## config.mk

```make
export PLATFORM = sky130hd
export DESIGN_NAME = fld_regs
export DESIGN_NICKNAME = d
export VERILOG_FILES = /design/src/sv/fld_pkg.sv /design/src/sv/fld_regs.sv
export SDC_FILE = /design/constraint.sdc
export NUM_CORES = 1
export LEC_CHECK = 0
export BUFFER_PORTS_ARGS = -buffer_cell sky130_fd_sc_hd__buf_2
export CAP_MARGIN = 20
export CORE_ASPECT_RATIO = 2
export CORE_MARGIN = 8
export CORE_UTILIZATION = 46
export CTS_CLUSTER_DIAMETER = 40
export DETAILED_ROUTE_END_ITERATION = 12
export PLACE_DENSITY = 0.89
export SYNTH_ARGS = -nofsm -noshare
export SYNTH_HDL_FRONTEND = slang
export SYNTH_SLANG_ARGS = --single-unit
```

## constraint.sdc

```tcl
create_clock -name clk -period 2.25 [get_ports clk]
set_input_delay 0.675 -clock clk [delete_from_list [all_inputs] [get_ports clk]]
set_output_delay 0.675 -clock clk [all_outputs]
set_load 0.01 [all_outputs]
```

## src/sv/fld_pkg.sv

```systemverilog
// ----------------------------------------------------------------------------
// fld_pkg
// Shared types, constants and helpers for the frame lag delay line.
// ----------------------------------------------------------------------------
package fld_pkg;

  localparam int FRAME_SLOTS = 16;
  localparam int FRAME_CAP   = 256;
  localparam int SAMPLE_BITS = 24;

  localparam int SLOT_W = $clog2(FRAME_SLOTS);
  localparam int POS_W  = $clog2(FRAME_CAP);
  localparam int ADDR_W = SLOT_W + POS_W;
  localparam int CNT_W  = 5;   // width of ring depth / lag_frames / stored count
  localparam int LEN_W  = 9;   // width of frame_length / padding length

  localparam int APB_AW = 5;
  localparam int APB_DW = 32;

  // Register indexes (byte address = 4 * index)
  typedef enum logic [2:0] {
    REG_RING_FRAMES  = 3'd0,
    REG_LAG_FRAMES   = 3'd1,
    REG_PAD_VALUE    = 3'd2,
    REG_START_MODE   = 3'd3,
    REG_FRAME_LENGTH = 3'd4
  } reg_idx_t;

  // Input operation codes
  typedef enum logic [1:0] {
    OP_DATA      = 2'd0,
    OP_RESET     = 2'd1,
    OP_RESET_NIL = 2'd2,
    OP_IGNORE    = 2'd3
  } op_t;

  // Where a result sample comes from
  typedef enum logic [1:0] {
    SRC_INPUT = 2'd0,
    SRC_FRAME = 2'd1,
    SRC_PAD   = 2'd2,
    SRC_CONST = 2'd3
  } src_t;

  typedef struct packed {
    logic [CNT_W-1:0]       ring_frames;
    logic [CNT_W-1:0]       lag_frames;
    logic [SAMPLE_BITS-1:0] pad_value;
    logic                   start_mode;
    logic [LEN_W-1:0]       frame_length;
  } cfg_t;

  // Clamp ring depth to 1..FRAME_SLOTS
  function automatic logic [CNT_W-1:0] eff_max(input logic [CNT_W-1:0] v);
    logic [CNT_W-1:0] r;
    r = v;
    if (v == '0) r = CNT_W'(1);
    else if (v > CNT_W'(FRAME_SLOTS)) r = CNT_W'(FRAME_SLOTS);
    return r;
  endfunction

  // Clamp frame length to 1..FRAME_CAP
  function automatic logic [LEN_W-1:0] eff_len(input logic [LEN_W-1:0] v);
    logic [LEN_W-1:0] r;
    r = v;
    if (v == '0) r = LEN_W'(1);
    else if (v > LEN_W'(FRAME_CAP)) r = LEN_W'(FRAME_CAP);
    return r;
  endfunction

endpackage

```

## src/sv/fld_regs.sv

```systemverilog
// ----------------------------------------------------------------------------
// fld_regs
// APB register bank; flags a ring clear on writes to the depth or length.
// ----------------------------------------------------------------------------
module fld_regs (
  input  logic                          clk,
  input  logic                          rst,
  input  logic                          psel,
  input  logic                          penable,
  input  logic                          pwrite,
  input  logic [fld_pkg::APB_AW-1:0]    paddr,
  input  logic [fld_pkg::APB_DW-1:0]    pwdata,
  output logic [fld_pkg::APB_DW-1:0]    prdata,
  output logic                          pready,
  output fld_pkg::cfg_t                 cfg,
  output logic                          ring_clear
);

  logic                       wr_en;
  logic [2:0]                 idx;

  assign pready = 1'b1;
  assign wr_en  = psel & penable & pwrite;
  assign idx    = paddr[4:2];

  assign ring_clear = wr_en &&
                      (idx == fld_pkg::REG_RING_FRAMES || idx == fld_pkg::REG_FRAME_LENGTH);

  always_ff @(posedge clk) begin
    if (rst) begin
      cfg.ring_frames  <= fld_pkg::CNT_W'(10);
      cfg.lag_frames   <= fld_pkg::CNT_W'(1);
      cfg.pad_value    <= '0;
      cfg.start_mode   <= 1'b0;
      cfg.frame_length <= fld_pkg::LEN_W'(64);
    end else if (wr_en) begin
      case (idx)
        fld_pkg::REG_RING_FRAMES:  cfg.ring_frames  <= pwdata[fld_pkg::CNT_W-1:0];
        fld_pkg::REG_LAG_FRAMES:   cfg.lag_frames   <= pwdata[fld_pkg::CNT_W-1:0];
        fld_pkg::REG_PAD_VALUE:    cfg.pad_value    <= pwdata[fld_pkg::SAMPLE_BITS-1:0];
        fld_pkg::REG_START_MODE:   cfg.start_mode   <= pwdata[0];
        fld_pkg::REG_FRAME_LENGTH: cfg.frame_length <= pwdata[fld_pkg::LEN_W-1:0];
        default: ;
      endcase
    end
  end

  always_comb begin
    prdata = '0;
    case (idx)
      fld_pkg::REG_RING_FRAMES:
        prdata = fld_pkg::APB_DW'(cfg.ring_frames);
      fld_pkg::REG_LAG_FRAMES:
        prdata = fld_pkg::APB_DW'(cfg.lag_frames);
      fld_pkg::REG_PAD_VALUE:
        prdata = fld_pkg::APB_DW'(cfg.pad_value);
      fld_pkg::REG_START_MODE:
        prdata = fld_pkg::APB_DW'(cfg.start_mode);
      fld_pkg::REG_FRAME_LENGTH:
        prdata = fld_pkg::APB_DW'(cfg.frame_length);
      default:
        prdata = '0;
    endcase
  end

endmodule

```

==> flow_summary_export.csv, run 1 <==
group,metric,value,unit
route,wirelength,6520,um
worst_setup_path,rrSetupSlack,1500,ps
global_route,antenna_found_initial,0,
cells_and_area,final_cell_mix,"buf_2 (99), nand2b_1 (63), mux2i_1 (49)",
timing,finalCritPeriodShare,0.985,
route,drc,0,
timing,finalSetupViolations,0,
floorplanning,dieArea,0.00782,sq mm
timing,drv_slew,0,
worst_setup_path,worstPathMaxFanout,6,
synthesis,syn_avg_cell_area,9.37,sq um
worst_setup_path,cp-start-kind,"input port",
synthesis,async_flop_share,0,
synthesis,synth.distinct_cells,28,
cells_and_area,final_common_cell,"buf_2",
route,dr.pass1.iters,4,
cells_and_area,regMostFlops,"cfg",
worst_setup_path,r2r_cells,3,
floorplanning,die_x,66.7,um
pwr,ir_worst_vdd,0.402,mV
timing,fin_setup_tns,0,ps
worst_setup_path,worstSetupPathType,"in2out",
cells_and_area,top_regs,"cfg (44)",
route,via_count,2128,
timing,rsz0062_at_grt,"no",
place,port_buffers,100,
cells_and_area,design_area,0.00301,sq mm
cells_and_area,largest_register_ffs,44,
place,hpwl,4990,um
synthesis,synth_cells,252,
timing,setup_ws,32.7,ps
floorplanning,die-height,117,um
cells_and_area,drive_gt1_frac,0.357,
worst_setup_path,critical_path.top_delay_family,"simple AND/OR/NAND/NOR gates",
timing,finalHoldViolations,0,
worst_setup_path,timing.critical_path.slowest_cell_delay,360,ps
timing,slew_headroom,0.574,
worst_hold_path,hold_start,"cfg[32]",
global_route,grt_max_degree,52,
timing,holdWs,486,ps
route,drtIter0Drc,105,
cts,clock_sinks,44,
pwr,p_total,1.56,mW
worst_setup_path,path_cells,"buf_2 -> buf_6 -> or3_1 -> nand3_1 -> buf_2",
cts,cts_tree,"done",
floorplanning,io-pin-count,120,
worst_setup_path,worst_path_most_repeated_cell,"buf_2",
worst_setup_path,crit_buf_inv,3,
global_route,grt_use_total,0.161,
worst_setup_path,cp.depth,5,
global_route,grt_pass1_wl,10400,um
cts,clockRootBuffer,"clkbuf_8",
worst_setup_path,crit_slowest_cell,"or3_1",
global_route,overflow,0,
place,placed_area,0.00289,sq mm
synthesis,ys_ff_latch,44,
worst_setup_path,crit_required,1570,ps
synthesis,ys.flop_type,"dfxtp_1",
floorplanning,row_count,37,
synthesis,yosysWarningCount,0,
cells_and_area,antenna_cells,0,
synthesis,synth-edff-count,0,
timing,worstMarginPinSlew,639,ps
run,cap_viol_max_count,0,
global_route,grt_pass1_vias,2272,
worst_setup_path,arrival,1540,ps
worst_setup_path,r2r-start,"cfg[9]",
cells_and_area,fill_cells,470,
pwr,cellPowerDensity,516,mW/mm^2
timing,fmax,0.451,GHz
synthesis,yosysSeqAreaShare,0.373,
route,via_per_inst,5.22,
pwr,p_leak,1.55,nW
worst_setup_path,cp-end-kind,"output pin",
timing,final.setup_skew,0,ps
worst_setup_path,crit_path_start,"paddr[4]",
cts,clockBufferDepth,2,
outcome,status,"completed",
cts,h-tree-depth,2,
cts,post_cts_buffers,0,
cts,cts_buffers,5,
route,routedWlPerCell,16.0,um
floorplanning,coreArea,0.00505,sq mm
place,dp_slack,-81.4,ps
worst_hold_path,hold_depth,2,
floorplanning,initial_core_util,0.468,
cells_and_area,synthToLayoutAreaGrowth,27.6,%
cts,clk_pin_slew,80,ps
cells_and_area,nets,391,
place,place_congestion,0.770,
timing,period_needed,2220,ps
synthesis,synth_area,0.00236,sq mm
worst_hold_path,min_path_type,"reg2reg",
cts,clock_latency,290,ps
route,drtAntennaViolNets,0,
per-layer routing:
| metal | up-vias | global-route usage | part of all wire |
|---|---|---|---|
| met5 | - | 0 | 0 |
| met4 | 0 | 0.0606 | 0.017 |
| met3 | 11 | 0.0648 | 0.11 |
| met2 | 104 | 0.262 | 0.46 |
| met1 | 989 | 0.179 | 0.41 |
| li1 | 1024 | - | - |
final timing paths:
check,endpoint
min,cfg[32]
max,prdata[2]
min reg2reg,cfg[32]
max reg2reg,cfg[9]
power breakdown:
group / internal (mW) / switching [mW]
logic: 0.0810 / 0.0946
clock network: 0.330 / 0.262
registers: 0.784 / 0.00443
total: 1.19 / 0.361
final cells by class:
cell class / instances / area [sq um] / area share
timing repair buffer: 112 / 622 / 0.206
clock buffer: 6 / 72.6 / 0.0241
tap: 58 / 72.6 / 0.0241
clock inverter: 2 / 35.0 / 0.0116
multi-input combinational: 186 / 1330 / 0.442
sequential: 44 / 881 / 0.292
worst reg2reg max path: stages, from the launching register on:
cell and delay (ps):
dfxtp_1 330, nor2b_1 120, o21ai_0 100, o31ai_1 90
logic make-up (layout without fill, tap and decap cells):
group / Yosys count / after routing / share of synthesized area
other cells: 2 / 9 / 0.00318
buf+inv: 29 / 120 / 0.0779
flops: 44 / 44 / 0.373
compound gates: 15 / 15 / 0.0456
mux: 49 / 49 / 0.208
simple gates: 113 / 113 / 0.293
through the flow:
step / cells / utilization
2_1_floorplan: 259 / -
3_3_place_gp: 400 / 0.573
3_5_place_dp: 400 / 0.573
4_1_cts: 408 / 0.596
5_1_grt: 408 / 0.597
6_report: 408 / 0.597
repair_timing:
action / in CTS / in global routing
endpoints found under the setup margin: 6 / 3
hold buffers: 0 / 0
hold endpoints to repair: 0 / 0
resized for setup: 2 / 3
Yosys cell counts, drive strengths merged, types with 2 or more instances:
cell type,count,area (sq um)
nand2b,64,408
mux2i,49,490
dfxtp,44,881
buf,18,143
and3,15,93.8
nor2,14,52.6
clkbuf,11,41.3
a22oi,5,37.5
nand3,5,25.0
nor2b,5,31.3
o21ai,4,20.0
a2bb2oi,2,17.5
conb,2,7.51
nand3b,2,15.0
nor3,2,21.3
or3,2,12.5
No activity file was read; power rests on OpenSTA's default activity.
==> run 2, diff against run 1 <==
Settings changed: RECOVER_POWER from default to 25.
==> run 2 against run 1 <==
Flip-flop and latch count did not move. Via count fell by 0.70%. Power barely moved. Critical path type unchanged. Non-clock buffer count did not move. Sequential share of layout area rose by 0.31 points. Maximum frequency barely moved. Register-to-register slack barely moved.
==> flow_summary_export.csv, run 2 (synthesized netlist as in run 1, its figures left out) <==
group,metric,value,unit
outcome,status,"completed",
cells_and_area,design_area,0.00298,sq mm
pwr,p_total,1.56,mW
floorplanning,row_count,37,
worst_setup_path,worstPathMaxFanout,6,
timing,rsz0062_at_grt,"no",
route,routedWlPerCell,16.0,um
floorplanning,dieArea,0.00782,sq mm
cts,clockRootBuffer,"clkbuf_8",
timing,finalHoldViolations,0,
run,cap_viol_max_count,0,
route,drc,0,
cts,clock_sinks,44,
timing,fmax,0.451,GHz
cts,cts_buffers,5,
cells_and_area,final_common_cell,"buf_2",
pwr,ir_worst_vdd,0.403,mV
global_route,grt_use_total,0.161,
cells_and_area,largest_register_ffs,44,
global_route,antenna_found_initial,0,
floorplanning,die-height,117,um
timing,drv_slew,0,
floorplanning,coreArea,0.00505,sq mm
cells_and_area,drive_gt1_frac,0.286,
place,dp_slack,-81.4,ps
cells_and_area,nets,391,
place,placed_area,0.00289,sq mm
route,via_count,2113,
place,hpwl,4990,um
cts,clockBufferDepth,2,
cts,clk_pin_slew,80,ps
timing,finalSetupViolations,0,
route,drtIter0Drc,129,
timing,fin_setup_tns,0,ps
route,drtAntennaViolNets,0,
global_route,grt_pass1_wl,10400,um
cells_and_area,final_cell_mix,"buf_2 (73), nand2b_1 (63), mux2i_1 (49)",
global_route,grt_pass1_vias,2272,
cells_and_area,regMostFlops,"cfg",
timing,period_needed,2220,ps
worst_hold_path,min_path_type,"reg2reg",
global_route,grt_max_degree,52,
cells_and_area,antenna_cells,0,
place,port_buffers,100,
global_route,overflow,0,
worst_setup_path,worstSetupPathType,"in2out",
pwr,p_leak,1.45,nW
floorplanning,initial_core_util,0.468,
floorplanning,io-pin-count,120,
cts,cts_tree,"done",
worst_setup_path,worst_path_most_repeated_cell,"buf_2",
timing,setup_ws,34.3,ps
cts,post_cts_buffers,0,
worst_setup_path,critical_path.top_delay_family,"simple AND/OR/NAND/NOR gates",
route,wirelength,6510,um
timing,slew_headroom,0.529,
route,via_per_inst,5.18,
route,dr.pass1.iters,4,
worst_setup_path,crit_required,1570,ps
worst_setup_path,crit_slowest_cell,"or3_1",
worst_setup_path,timing.critical_path.slowest_cell_delay,360,ps
worst_setup_path,arrival,1540,ps
pwr,cellPowerDensity,522,mW/mm^2
timing,finalCritPeriodShare,0.985,
worst_setup_path,crit_buf_inv,3,
worst_setup_path,cp-end-kind,"output pin",
cts,h-tree-depth,2,
worst_setup_path,cp-start-kind,"input port",
cts,clock_latency,290,ps
timing,worstMarginPinSlew,706,ps
cells_and_area,synthToLayoutAreaGrowth,26.3,%
place,place_congestion,0.770,
worst_setup_path,path_cells,"buf_2 -> buf_6 -> or3_1 -> nand3_1 -> buf_2",
floorplanning,die_x,66.7,um
cells_and_area,top_regs,"cfg (44)",
timing,final.setup_skew,0,ps
run 2: cell types whose count changed in the layout (fill, tap and decap cells not counted):
cell	delta
buf_2	-26
clkbuf_1	+25
clkbuf_2	+1
run 2: final cells by class:
| class | count | area (sq um) |
|---|---|---|
| Timing Repair Buffer | 112 | 591 |
| Fill cell | 481 | 2060 |
| Clock buffer | 6 | 72.6 |
| Sequential cell | 44 | 881 |
| Tap cell | 58 | 72.6 |
| Clock inverter | 2 | 35.0 |
| Multi-Input combinational cell | 186 | 1330 |
run 2: metal layers:
metal	share of wire	routed length, um	GRT usage
met1	0.40	2640	0.179
met2	0.46	3020	0.262
met3	0.12	752	0.0648
met4	0.016	106	0.0606
met5	0	0	0
run 2: power breakdown:
group          internal, mW  switching [mW]
combinational        0.0802          0.0945
clock                 0.330           0.263
sequential            0.784         0.00450
run 2: path summary, 6_finish.rpt:
kind            start         to  slack (ps)  depth (start not counted)
max          paddr[4]  prdata[2]          30                          5
min reg2reg   cfg[32]    cfg[32]         490                          2
max reg2reg    cfg[9]     cfg[9]        1490                          3
min           cfg[32]    cfg[32]         490                          2
run 2: worst min-delay path: stages (launching register included):
cell      delay [ps]
dfxtp_1          330
nand2b_1          60
mux2i_1           50
run 2: timing repair:
action | in CTS | in global routing
setup endpoints to repair | 6 | 3
hold buffers | 0 | 0
resized for setup | 2 | 3
run 2: per-stage QoR:
step            util  instances  hold WS [ps]
2_1_floorplan      -        259           500
3_3_place_gp   0.573        400           463
3_5_place_dp   0.573        400           475
4_1_cts        0.596        408           488
5_1_grt        0.591        408           513
6_report       0.591        408           489
